<file path="config.mk">
export PLATFORM = sky130hd
export DESIGN_NAME = rmep_queue
export DESIGN_NICKNAME = d
export VERILOG_FILES = /design/src/sv/rmep_pkg.sv /design/src/sv/rmep_queue.sv
export SDC_FILE = /design/constraint.sdc
export NUM_CORES = 1
export LEC_CHECK = 0
export ABC_AREA = 1
export ABC_CLOCK_PERIOD_IN_PS = 12140
export BUFFER_PORTS_ARGS = -buffer_cell sky130_fd_sc_hd__buf_2
export CAP_MARGIN = 10
export CORE_MARGIN = 2
export CORE_UTILIZATION = 25
export DETAILED_ROUTE_END_ITERATION = 12
export HOLD_SLACK_MARGIN = 0.1
export PLACE_DENSITY = 0.43
export SYNTH_ARGS = -nofsm -noshare
export SYNTH_HDL_FRONTEND = slang
export SYNTH_SLANG_ARGS = --single-unit
</file>
<file path="constraint.sdc">
create_clock -name clk -period 12.14 [get_ports clk]
set_input_delay 0 -clock clk [delete_from_list [all_inputs] [get_ports clk]]
set_output_delay 0 -clock clk [all_outputs]
set_load 0.01 [all_outputs]
</file>
<file path="src/sv/rmep_pkg.sv">
// Package: shared types, constants and CORDIC helpers for the pose converter.
`default_nettype none
package rmep_pkg;

  localparam int CORDIC_STEPS_DEF = 16;
  localparam int MAX_STEPS        = 24;

  // Datapath widths: vector components and angle accumulator
  localparam int VW = 36;
  localparam int AW = 26;
  localparam int PW = 24;
  localparam int MW = 34;

  localparam logic signed [AW-1:0] ANG_180 = 26'sd5898240;
  localparam logic [29:0]          INV_GAIN = 30'd652032874;
  localparam logic signed [AW-1:0] LIM_WIDE = 26'sd23040;
  localparam logic signed [AW-1:0] LIM_PITCH = 26'sd11520;

  // Config register indexes
  localparam int CFG_IW = 8;
  localparam logic [CFG_IW-1:0] REG_X_OFFSET = 8'd0;
  localparam logic [CFG_IW-1:0] REG_Z_OFFSET = 8'd1;

  localparam logic signed [PW-1:0] X_OFFSET_RST = -24'sd45875;
  localparam logic signed [PW-1:0] Z_OFFSET_RST = -24'sd16384;

  localparam int QUEUE_DEPTH = 4;
  localparam int QAW = 2;

  typedef struct packed {
    logic signed [VW-1:0] x;
    logic signed [VW-1:0] y;
    logic signed [AW-1:0] z;
    logic                 hold;
  } cordic_t;

  typedef struct packed {
    logic                 pose_valid;
    logic signed [PW-1:0] ox;
    logic signed [PW-1:0] py;
    logic signed [PW-1:0] oz;
    cordic_t              roll;
    cordic_t              yaw;
    cordic_t              pit;
  } pose_t;

  // atan(2^-i) in 1/32768 degree
  function automatic logic signed [AW-1:0] atan_lut(input int unsigned i);
    logic signed [AW-1:0] v;
    case (i)
      0:  v = 26'sd1474560;
      1:  v = 26'sd870484;
      2:  v = 26'sd459940;
      3:  v = 26'sd233473;
      4:  v = 26'sd117189;
      5:  v = 26'sd58652;
      6:  v = 26'sd29333;
      7:  v = 26'sd14667;
      8:  v = 26'sd7334;
      9:  v = 26'sd3667;
      10: v = 26'sd1833;
      11: v = 26'sd917;
      12: v = 26'sd458;
      13: v = 26'sd229;
      14: v = 26'sd115;
      15: v = 26'sd57;
      16: v = 26'sd29;
      17: v = 26'sd14;
      18: v = 26'sd7;
      19: v = 26'sd4;
      20: v = 26'sd2;
      21: v = 26'sd1;
      default: v = '0;
    endcase
    return v;
  endfunction

  // Set up a vector for vectoring mode: zero-y and left-half-plane handling
  function automatic cordic_t cordic_init(input logic signed [VW-1:0] y,
                                          input logic signed [VW-1:0] x);
    cordic_t r;
    r.x = x;
    r.y = y;
    r.z = '0;
    r.hold = 1'b0;
    if (y == '0) begin
      r.hold = 1'b1;
      if (x < 0) begin
        r.x = -x;
        r.z = ANG_180;
      end
    end else if (x < 0) begin
      r.x = -x;
      r.y = -y;
      r.z = (y > 0) ? ANG_180 : -ANG_180;
    end
    return r;
  endfunction

  // One micro-rotation; floor shifts
  function automatic cordic_t cordic_step(input cordic_t s, input int unsigned i);
    cordic_t r;
    logic signed [VW-1:0] xs;
    logic signed [VW-1:0] ys;
    r = s;
    xs = s.x >>> i;
    ys = s.y >>> i;
    if (!s.hold) begin
      if (s.y >= 0) begin
        r.x = s.x + ys;
        r.y = s.y - xs;
        r.z = s.z + atan_lut(i);
      end else begin
        r.x = s.x - ys;
        r.y = s.y + xs;
        r.z = s.z - atan_lut(i);
      end
    end
    return r;
  endfunction

  // Round to 1/128 degree and clamp to +-lim
  function automatic logic signed [15:0] angle_out(input logic signed [AW-1:0] z,
                                                   input logic signed [AW-1:0] lim);
    logic signed [AW-1:0] t;
    t = (z + 26'sd128) >>> 8;
    if (t > lim) t = lim;
    else if (t < -lim) t = -lim;
    return t[15:0];
  endfunction

endpackage
`default_nettype wire

</file>
<file path="src/sv/rmep_queue.sv">
// Short request queue between front end and CORDIC back end.
`default_nettype none
module rmep_queue (
  input  wire logic            clk,
  input  wire logic            rst,
  input  wire logic            push,
  input  rmep_pkg::pose_t      wdata,
  input  wire logic            pop,
  output rmep_pkg::pose_t      rdata,
  output logic                 full,
  output logic                 empty
);

  rmep_pkg::pose_t        mem [rmep_pkg::QUEUE_DEPTH];
  logic [rmep_pkg::QAW-1:0] wptr;
  logic [rmep_pkg::QAW-1:0] rptr;
  logic [rmep_pkg::QAW:0]   count;

  assign full  = (count == (rmep_pkg::QAW+1)'(rmep_pkg::QUEUE_DEPTH));
  assign empty = (count == '0);
  assign rdata = mem[rptr];

  always_ff @(posedge clk) begin
    if (push) mem[wptr] <= wdata;
  end

  // Pointers and fill count
  always_ff @(posedge clk) begin
    if (rst) begin
      wptr  <= '0;
      rptr  <= '0;
      count <= '0;
    end else begin
      if (push) wptr <= wptr + 1'b1;
      if (pop)  rptr <= rptr + 1'b1;
      count <= count + (rmep_pkg::QAW+1)'(push) - (rmep_pkg::QAW+1)'(pop);
    end
  end

endmodule
`default_nettype wire

</file>
After elaboration in Yosys (flattened, before gate mapping)
Memories as Yosys holds them, arrays and structs flattened. A register that Yosys moved wholly into a read port is not among the register bits.
Cells that the tools add are included.

word-level totals
  output and inout port bits = 372
  word-level logic and storage cells = 14
  bits in writable memories = 1480
  flip-flop bits (word level) = 7
  memories kept = 1
  bits of input ports = 374

cells by class
  $add $sub $neg = 4
  equality and inequality tests = 1
  reduce and logical (&&, ||, !) cells = 1
  multiplexer cells = 4

memory list
  name  depth  width  rd ports  clocked after memory_dff  wr ports  line              text
  mem   4      370    1         1                         1         rmep_queue.sv:14  rmep_pkg::pose_t mem [rmep_pkg::QUEUE_DEPTH];

operators by type and width
  operator               count
  $add A2 B1 Y2 const B  2
  $mux W2                2
  $add A3 B1 Y3          1
  $eq A3 B3 Y1 const B   1
  $logic_not A3 Y1       1
  $sub A3 B1 Y3          1
  $mux W1                2

Logic depth before layout (Yosys ltp)
  depth after elaboration = 3
  mapped depth = 8

Worst setup path before layout
OpenSTA, ideal clock, no wires.

  path kind = register to register
  from = reg wptr[0] in the netlist's numbering
  to = mem mem[2][0] in the netlist's numbering (enable)
  required time = 11421 ps
  clock period less this slack = 8390 ps
  setup slack = 3750 ps
  cell stages (with the launch flop) = 5
  data arrival time = 7671 ps
  path through = dfxtp_1 inv_1 ha_1 nand2_1 inv_1

RTL lines
  element                   line              text
  start: declaration        rmep_queue.sv:15  logic [rmep_pkg::QAW-1:0] wptr;
  start signal: assignment  rmep_queue.sv:34  if (push) wptr <= wptr + 1'b1;
  end: declaration          rmep_queue.sv:14

Straight into the memory's write port.

==> flow_summary.yaml <==
cts:
  post-cts-setup-buffers: 0
  cts.path.max_buffers: 3
  tritoncts: "done"
  cts-root-buf: "clkbuf_16"
  clk_pin_slew_worst_paths_ns: 0.06
  cts_num_sinks: 1489
  cts_buffers: 169
  clock_latency_ns: 0.79
  postCtsResizedCells: 0
  htreeDepth: 4
routing:
  wl_per_cell_um: 16.88
  drtIter0Drc: 2177
  drt_pass1_iterations: 5
  vias_per_cell: 4.085
  vias: 37250
  routed_wl_um: 154000
  postRouteAntennaNets: 0
  drc: 0
power_and_ir_drop:
  power_density_mw_per_mm2: 154.9
  peakVddDrop_v: 0.0001212
  power.total_mw: 12.09
  cellLeakagePower_nw: 29.59
global_route:
  grtUsageTotal_pct: 12.55
  grt_max_degree: 261
  grt_pass1_vias: 36030
  gr-total-overflow: 0
  grt_pass1_wl_um: 227900
  antenna_found_initial: 43
critical_path:
  slowest_delay_ns: 0.86
  critPathBufInv: 4
  crit_type: "reg -> out"
  critPathLaunchType: "flip-flop"
  cp_cell_sequence: "buf_12 > buf_12 > buf_4 > nand2_1 > o211ai_1 > nand2_1 > buf_2"
  cp_slowest_cell: "buf_4"
  path_max_fanout: 193
  cpLargestDelayFamily: "buffers and inverters"
  cp_data_arrival_time_ns: 4.53
  cp-end-kind: "primary output"
  crit_required_ns: 12.14
logic_synthesis:
  avgSynthCellArea_um2: 13.39
  ys_ff_latch: 1489
  synth_ff_type: "edfxtp_1"
  synth_cells: 4373
  yosys-top-cells-area: "edfxtp_1, inv_1, nand2_1, o211ai_1, a21oi_1"
  async_reset_ff_share_pct: 0
  yosys.area.top_type_share_pct: 75.90
  synth.most_common_cell: "edfxtp_1"
  ys_types: 20
  synth_area_mm2: 0.05856
  synth-edff-count: 1480
  yosysWarnings: 0
  synth_top_area_cell: "edfxtp_1"
  ys_seq_area_share_pct: 76.20
  syn_nets: 4754
  synth_top_cells_by_count: "edfxtp_1, inv_1, nand2_1"
placed_design:
  place.gp.congestion: 0.7436
  postPlaceCellArea_mm2: 0.06524
  hpwlAfterDp_um: 93300
  dpl.cell_count: 8042
  io_buffers: 745
  dp_slack_ns: 8.405
min_path:
  worstHoldPathType: "in -> reg"
cells_and_area:
  final_layout_size_suffix_gt1_share_pct: 17.88
  fin_nets: 6209
  final_cells: 9119
  final_area_mm2: 0.07804
  area_growth_pct: 33.27
sta:
  finalCriticalPeriod_ns: 4.531
  max_freq_ghz: 0.2207
  finalCritPeriodShare_pct: 37.32
  drv_slew: 0
  rsz0062_at_grt: "no"
  fin_ws_ns: 7.609
  setup_viol: 0
  hold_viol: 0
  fin_skew_ns: 0.03844
  worstMarginPinSlew_ns: 1.264
  final.setup.tns_ns: 0
  timing.slew.headroom_pct: 15.74
flow_run:
  maxCapViolations: 0
run_status:
  status: "finished, final reports clean"
floorplan:
  design.portCount: 746
  row_count: 177
  core-area_mm2: 0.2328
  die_y_um: 488.0
  dieArea_mm2: 0.2381
  initial_utilization_pct: 25.16
  die_width_um: 488.0
-- metrics by stage --
stage	util, %	hold slack (ns)
floorplan	-	0.07122
global placement	28.03	0.2060
finish	33.53	0.1872
CTS	33.50	0.1306
global route	33.52	0.1388
detailed placement	28.03	0.2106
-- cells in the final DEF, fill, tap and decap left out, drive strengths merged --
| cell type | instances |
|---|---|
| ha | 6 |
| nand2 | 748 |
| edfxtp | 1480 |
| clkinvlp | 1 |
| o21ai | 374 |
| diode | 26 |
| nor2 | 4 |
| nor3 | 1 |
| nand3 | 1 |
| dlygate4sd3 | 747 |
| o211ai | 370 |
| dfxtp | 9 |
| buf | 784 |
| clkinv | 80 |
| clkbuf | 213 |
| fa | 1 |
| inv | 759 |
| bufinv | 7 |
| a21oi | 376 |
-- where the power goes --
group	switching (mW)	total (mW)	leakage [nW]	internal [mW]
clock network	2.09	4.85	2.55	2.76
logic	0.816	1.30	13.4	0.487
registers	0.0497	5.94	13.7	5.89
-- logic make-up after synthesis --
family / share of synthesized area, %
buffers and inverters: 7.258
flip-flops: 76.20
AND/OR/NAND/NOR: 4.837
AO/OA/AOI/OAI: 11.54
adder cells (fa/ha/maj): 0.1624
-- repair_timing --
item	4_1_cts	5_1_grt
endpoints found under the setup margin	0	0
hold endpoints to repair	1745	0
hold buffers	747	0
-- final timing paths --
path | start | endpoint | slack (ns) | depth (start not counted)
setup / recovery | flip-flop | rdata[286] | 7.61 | 7
hold / removal | wdata[258] | mem[2][258] | 0.19 | 2
setup reg to reg | wptr[0] | mem[3][142] | 8.83 | 5
hold reg to reg | rptr[1] | flip-flop | 0.46 | 2
-- flip-flops by register name (all words and copies together), names as in the netlist, named ones only --
signal	count
count	3
mem	1480
rptr	2
wptr	2
-- layer usage --
layer	GRT usage [%]	wire length (um)
met1	16.73	69750
met2	19.76	69900
met3	3.551	10060
met4	3.754	4043
met5	0	202
-- worst reg2reg max path, delay by kind of cell, from the launching register on --
kind	cells	cell delay (ns)
fa+ha+maj	1	0.16
buf+inv	3	2.22
simple gates	1	0.12
flops	1	0.36
-- cell type report --
class | count | area, um2
tap | 3132 | 3919
clock buffer | 213 | 4458
sequential | 1489 | 44630
fill | 23160 | 154700
antenna | 26 | 65.06
timing repair buffer | 1531 | 11610
inverter | 756 | 2868
multi-input combinational | 1881 | 9684
clock inverter | 91 | 803.3
(Power assumes the default switching activity.)
