<file path="src/sv/rmep_pkg.sv">
// Package: shared types, constants and CORDIC helpers for the pose converter.
`default_nettype none
package rmep_pkg;

  localparam int CORDIC_STEPS_DEF = 16;
  localparam int MAX_STEPS        = 24;

  // Datapath widths: vector components and angle accumulator
  localparam int VW = 36;
  localparam int AW = 26;
  localparam int PW = 24;
  localparam int MW = 34;

  localparam logic signed [AW-1:0] ANG_180 = 26'sd5898240;
  localparam logic [29:0]          INV_GAIN = 30'd652032874;
  localparam logic signed [AW-1:0] LIM_WIDE = 26'sd23040;
  localparam logic signed [AW-1:0] LIM_PITCH = 26'sd11520;

  // Config register indexes
  localparam int CFG_IW = 8;
  localparam logic [CFG_IW-1:0] REG_X_OFFSET = 8'd0;
  localparam logic [CFG_IW-1:0] REG_Z_OFFSET = 8'd1;

  localparam logic signed [PW-1:0] X_OFFSET_RST = -24'sd45875;
  localparam logic signed [PW-1:0] Z_OFFSET_RST = -24'sd16384;

  localparam int QUEUE_DEPTH = 4;
  localparam int QAW = 2;

  typedef struct packed {
    logic signed [VW-1:0] x;
    logic signed [VW-1:0] y;
    logic signed [AW-1:0] z;
    logic                 hold;
  } cordic_t;

  typedef struct packed {
    logic                 pose_valid;
    logic signed [PW-1:0] ox;
    logic signed [PW-1:0] py;
    logic signed [PW-1:0] oz;
    cordic_t              roll;
    cordic_t              yaw;
    cordic_t              pit;
  } pose_t;

  // atan(2^-i) in 1/32768 degree
  function automatic logic signed [AW-1:0] atan_lut(input int unsigned i);
    logic signed [AW-1:0] v;
    case (i)
      0:  v = 26'sd1474560;
      1:  v = 26'sd870484;
      2:  v = 26'sd459940;
      3:  v = 26'sd233473;
      4:  v = 26'sd117189;
      5:  v = 26'sd58652;
      6:  v = 26'sd29333;
      7:  v = 26'sd14667;
      8:  v = 26'sd7334;
      9:  v = 26'sd3667;
      10: v = 26'sd1833;
      11: v = 26'sd917;
      12: v = 26'sd458;
      13: v = 26'sd229;
      14: v = 26'sd115;
      15: v = 26'sd57;
      16: v = 26'sd29;
      17: v = 26'sd14;
      18: v = 26'sd7;
      19: v = 26'sd4;
      20: v = 26'sd2;
      21: v = 26'sd1;
      default: v = '0;
    endcase
    return v;
  endfunction

  // Set up a vector for vectoring mode: zero-y and left-half-plane handling
  function automatic cordic_t cordic_init(input logic signed [VW-1:0] y,
                                          input logic signed [VW-1:0] x);
    cordic_t r;
    r.x = x;
    r.y = y;
    r.z = '0;
    r.hold = 1'b0;
    if (y == '0) begin
      r.hold = 1'b1;
      if (x < 0) begin
        r.x = -x;
        r.z = ANG_180;
      end
    end else if (x < 0) begin
      r.x = -x;
      r.y = -y;
      r.z = (y > 0) ? ANG_180 : -ANG_180;
    end
    return r;
  endfunction

  // One micro-rotation; floor shifts
  function automatic cordic_t cordic_step(input cordic_t s, input int unsigned i);
    cordic_t r;
    logic signed [VW-1:0] xs;
    logic signed [VW-1:0] ys;
    r = s;
    xs = s.x >>> i;
    ys = s.y >>> i;
    if (!s.hold) begin
      if (s.y >= 0) begin
        r.x = s.x + ys;
        r.y = s.y - xs;
        r.z = s.z + atan_lut(i);
      end else begin
        r.x = s.x - ys;
        r.y = s.y + xs;
        r.z = s.z - atan_lut(i);
      end
    end
    return r;
  endfunction

  // Round to 1/128 degree and clamp to +-lim
  function automatic logic signed [15:0] angle_out(input logic signed [AW-1:0] z,
                                                   input logic signed [AW-1:0] lim);
    logic signed [AW-1:0] t;
    t = (z + 26'sd128) >>> 8;
    if (t > lim) t = lim;
    else if (t < -lim) t = -lim;
    return t[15:0];
  endfunction

endpackage
`default_nettype wire

</file>
<file path="src/sv/rmep_front.sv">
// Front end: config registers, pose classification and position math.
`default_nettype none
module rmep_front (
  input  wire logic                        clk,
  input  wire logic                        rst,
  input  wire logic                        cfg_valid,
  input  wire logic [rmep_pkg::CFG_IW-1:0] cfg_index,
  input  wire logic [23:0]                 cfg_data,
  input  wire logic                        pose_valid,
  input  wire logic signed [15:0]          r00,
  input  wire logic signed [15:0]          r10,
  input  wire logic signed [15:0]          r20,
  input  wire logic signed [15:0]          r21,
  input  wire logic signed [15:0]          r22,
  input  wire logic signed [23:0]          pos_x,
  input  wire logic signed [23:0]          pos_y,
  input  wire logic signed [23:0]          pos_z,
  output rmep_pkg::pose_t                  entry
);

  logic signed [23:0] x_offset;
  logic signed [23:0] z_offset;

  // Config writes
  always_ff @(posedge clk) begin
    if (rst) begin
      x_offset <= rmep_pkg::X_OFFSET_RST;
      z_offset <= rmep_pkg::Z_OFFSET_RST;
    end else if (cfg_valid) begin
      if (cfg_index == rmep_pkg::REG_X_OFFSET) x_offset <= cfg_data;
      else if (cfg_index == rmep_pkg::REG_Z_OFFSET) z_offset <= cfg_data;
    end
  end

  function automatic logic signed [rmep_pkg::VW-1:0] widen(input logic signed [15:0] r);
    return {{(rmep_pkg::VW-32){r[15]}}, r, 16'h0000};
  endfunction

  function automatic logic signed [23:0] sat24(input logic signed [25:0] v);
    if (v > 26'sd8388607) return 24'sh7FFFFF;
    if (v < -26'sd8388608) return 24'sh800000;
    return v[23:0];
  endfunction

  logic signed [25:0] sum_x;
  logic signed [25:0] sum_z;

  // Classify and build the queue entry; invalid poses are built the same way and carry the flag
  always_comb begin
    sum_x = -{{2{pos_x[23]}}, pos_x} + {{2{x_offset[23]}}, x_offset};
    sum_z = {{2{pos_z[23]}}, pos_z} + {{2{z_offset[23]}}, z_offset};
    entry.pose_valid = pose_valid;
    entry.ox   = sat24(sum_x);
    entry.py   = pos_y;
    entry.oz   = sat24(sum_z);
    entry.roll = rmep_pkg::cordic_init(widen(r21), widen(r22));
    entry.yaw  = rmep_pkg::cordic_init(widen(r10), widen(r00));
    entry.pit.x = '0;
    entry.pit.y = -widen(r20);
    entry.pit.z = '0;
    entry.pit.hold = 1'b0;
  end

endmodule
`default_nettype wire

</file>
<file path="config.mk">
export PLATFORM = sky130hd
export DESIGN_NAME = rmep_front
export DESIGN_NICKNAME = d
export VERILOG_FILES = /design/src/sv/rmep_pkg.sv /design/src/sv/rmep_front.sv
export SDC_FILE = /design/constraint.sdc
export NUM_CORES = 1
export LEC_CHECK = 0
export ABC_AREA = 1
export BUFFER_PORTS_ARGS = -buffer_cell sky130_fd_sc_hd__buf_2
export CORE_AREA = 3 3 219 221
export DETAILED_ROUTE_END_ITERATION = 8
export DIE_AREA = 0 0 222 224
export SLEW_MARGIN = 20
export SYNTH_ARGS = -nofsm -noshare
export SYNTH_HDL_FRONTEND = slang
export SYNTH_SLANG_ARGS = --single-unit
</file>
<file path="constraint.sdc">
create_clock -name clk -period 7.01 [get_ports clk]
set_input_delay 1.0515 -clock clk [delete_from_list [all_inputs] [get_ports clk]]
set_output_delay 1.0515 -clock clk [all_outputs]
set_load 0.01 [all_outputs]
</file>
## Yosys cells after proc, flatten, opt, wreduce, memory -nomap -nowiden

Cells that the tools add are included.

- Register bits: 48
- Input bits: 188
- Output and inout bits: 370
- Word-level logic and storage cells: 55

- $add $sub $neg: 8
- Order comparisons: 8
- Equality and inequality tests: 1
- Mux-type cells: 30
- Bitwise logic cells: 1
- Reductions and logical operators: 5

Operator list:

| operator | number |
|---|---|
| $mux 36 | 6 |
| $mux 98 | 2 |
| $mux 24 | 8 |
| $neg 32->36 | 5 |
| $mux 26 | 4 |
| $gt 32x1->1 const B | 2 |
| $lt 32x1->1 const B | 2 |
| $mux 23 | 2 |
| $logic_not 20->1 | 2 |
| $add 26x26->26 | 1 |
| $gt 26x24->1 const B | 1 |
| $lt 26x24->1 const B | 1 |
| $neg 26->26 | 1 |
| $add 24x24->25 | 1 |
| $gt 25x24->1 const B | 1 |
| $lt 25x24->1 const B | 1 |
| $eq 8x1->1 const B | 1 |
| $logic_not 8->1 | 1 |
| $mux 1 | 8 |
| $reduce_and 3->1 | 1 |
| $reduce_and 2->1 | 1 |
| $not 1->1 | 1 |

## Logic depth before layout (Yosys ltp)

- Depth after elaboration: 7
- Gate-level depth with buffers: 17
- Mapped depth without buffers: 16

## Worst setup path after synthesis

OpenSTA, ideal clock, no wires.

- Path kind: input -> output
- From: in r10[1]
- To: out entry[160] in the netlist's numbering
- Arrival: 2.841 ns
- Required time: 5.958 ns
- Path slack: 3.117 ns
- Stages on the path: 13
- Path buffers: 0
- Cells stage by stage: inv_1 > ha_1 > nand3_1 > nor2_1 > nand3_1 > nor2_1 > nand3_1 > nor3_1 > ha_1 > nor2_1 > inv_1 > nand2_1 > a22oi_1

RTL lines:

| item | RTL line | source |
|---|---|---|
| from (decl) | rmep_front.sv:11 | `input wire logic signed [15:0] r10,` |
| to (decl) | rmep_front.sv:18 | `output rmep_pkg::pose_t entry` |

==> results by group <==
Status
  – Status: finished clean

Yosys
  – Seq/Total Area, Yosys: 10.82%
  – Synth Instances: 1508
  – Ys flop type: dfxtp_1
  – Yosys reg bits: 48
  – Mapped cell area: 8880 µm²
  – Synth Warn #: 0
  – Distinct cell type count after synthesis: 44
  – EDFF count, synth: 0
  – Ys async rst share: 0%
  – Syn Area/Cell: 5.888 µm²

Drt
  – DR iter-0 viols: 491
  – Via density: 3.909
  – DRC violations left: 0
  – Wire length per cell: 13.40 µm
  – DRT Wirelength: 31.84 mm
  – TritonRoute pass-1 iters: 5
  – Routed vias: 9287
  – Antenna Nets Post-Route: 0

Finish
  – Most frequent cells in the layout: nand2_1 (418), buf_2 (322), inv_1 (211)
  – Final instance area: 10240 µm²
  – Fill count: 5412
  – # nets final: 2012
  – Layout Utilization: 22.08%
  – Area delta synth->final: 15.27%
  – Layout cells sized above 1: 20.02%
  – Commonest non-fill, non-tap cell in the layout: nand2_1

STA
  – Setup violators final: 0
  – Worst rel slew slack: 36.80%
  – Final hold violation count: 0
  – Clk_skew: 0 ps
  – Setup TNS: 0 ps
  – Max Fclk: 211.3 MHz
  – Worst Tran Pin Value: 945.4 ps
  – Final worst slack: 2278 ps
  – Slew Limit Fails: 0
  – Minimum clock period: 4732 ps
  – Tcrit/Tclk final: 67.51%
  – Unrepaired setup endpoints after global routing: false

Setup path
  – Crit. Startpoint: pos_x[0]
  – FF-to-FF Start: x_offset[1]
  – Critical path startpoint category: input pin
  – Worst Setup Path Type: input pin to primary output
  – R2R Setup Slk: 6260 ps
  – Worst setup EP type: primary output
  – CP required: 5960 ps
  – Max Fanout on Critical Path: 23
  – Worst EP arrival: 3680 ps

Clock network
  – Hold_buf cts: 0
  – Clock transition at path regs: 70 ps
  – Num Clock Sinks: 48
  – TritonCTS clock tree: yes
  – PostCTS Resize Cnt: 0
  – Clock root buffer: clkbuf_16
  – CTS buffer count: 5
  – CTS H-tree lvls: 2
  – Post-CTS Setup Bufs: 0
  – Skew-Pair Late Insertion Delay: 290 ps
  – CTS max path bufs: 2

Global routing
  – GRT Util Overall: 11.86%
  – Number of global-route vias before repair: 8475
  – Initial antenna violation count: 7
  – Largest net degree at the start of global routing: 35
  – GRT overflow: 0
  – First-pass GRT wire length: 46.77 mm

Die
  – # rows: 79
  – Die Wd: 222 µm
  – Die height: 224 µm
  – Die Area: 49730 µm²
  – Starting density of the core: 19.15%
  – Core area: 46360 µm²
  – IO Pins: 558

Placement
  – Placement Setup Slack: 2198 ps
  – DP HPWL: 28.53 mm
  – PortBufs: 322
  – DP Area: 10080 µm²
  – Gpl congestion: 0.9057

Power
  – Pleak: 6.088 nW
  – Maximum vdd ir drop: 0.07650 mV
  – Pwr dens: 106.7 nW/µm²

Job
  – Max-cap viol count: 0

Min path
  – Hold path start: x_offset[11]
  – Hold WC Path Type: flip-flop to flip-flop
## metal layers
metal | vias to the layer above | global-route usage (%) | routed length (µm)
li1 | 4800 | - | -
met1 | 4041 | 15.05 | 13220
met2 | 386 | 20.56 | 15150
met3 | 48 | 2.451 | 2646
met4 | 12 | 2.972 | 735
met5 | - | 0 | 85
## worst max-delay path, cell delays in order
cell and delay, ps:
buf_2 130, ha_1 150, inv_1 80, fa_1 430, nand3_1 110, nand2_1 100, nand2_1 70, nand2_1 110
nand2_1 110, nand3_1 100, nand2_2 90, nand2_2 80, o21ai_4 720, nand2_1 150, buf_2 180
## final cells by class
class,count,area (µm²),share of cell area [%]
clock buffer,7,142.6,1.393
clock inverter,1,7.507,0.07334
multi-input combinational,1175,5941,58.04
timing repair buffer,323,1619,15.82
sequential,48,960.9,9.388
inverter,214,803.3,7.847
tap,607,759.5,7.420
antenna,1,2.502,0.02445
## state kept, by name (all words and copies together) (netlist names)
register	flops
z_offset	24
x_offset	24
## synthesized netlist by cell type (all sizes together) (2+ instances only)
cell type  number  area, µm²
xnor2          27      236.5
buf           240       1809
fa              2      40.04
or2             3      18.77
and2            2      12.51
clkinv          2      7.510
nand2         428       1637
nor4            4      25.02
a31oi           3      18.77
a21oi          68      347.8
ha             55      688.2
clkbuf         15      56.30
xor2           69      604.3
o21ai          40      211.5
o21bai          7      52.55
dfxtp          48      960.9
o211ai          8      60.06
a22oi           2      15.01
o21a            2      15.01
a211oi          8      60.06
nor3           27      155.2
nor2          142      540.5
a21o            2      15.01
nand4          19      118.9
nand3          68      345.3
inv           212      795.8
## worst paths after layout
path | endpoint | cells after the start
min | x_offset[11] | 2
max reg2reg | x_offset[1] | 2
max | entry[356] | 15
min reg2reg | x_offset[11] | 2
## cell families (layout without fill, tap and decap cells)
logic type | after synthesis | in the layout | synth area share (%)
AO/OA/AOI/OAI | 142 | 142 | 9.131
XOR/XNOR | 96 | 96 | 9.469
adder cells (fa/ha/maj) | 57 | 57 | 8.201
buffers and inverters | 469 | 545 | 30.05
flip-flops | 48 | 48 | 10.82
other | 1 | 186 | 0.04223
AND/OR/NAND/NOR | 695 | 695 | 32.28
## stage by stage
step	hold WS, ps	std cells	power, mW
4_1_cts	484.4	2375	1.108
6_report	479.7	2376	1.093
3_3_place_gp	458.5	2367	0.8612
3_5_place_dp	464.8	2367	0.8596
2_1_floorplan	446.0	1692	0.7196
5_1_grt	509.2	2376	1.178
## power by group
part           switching (mW)  internal [mW]  leakage (nW)
clock network           0.102          0.142        0.0701
logic                   0.380          0.195          5.63
registers            0.000436          0.273         0.388
total                   0.482          0.611          6.09
Power figures use the tool's default switching activity.
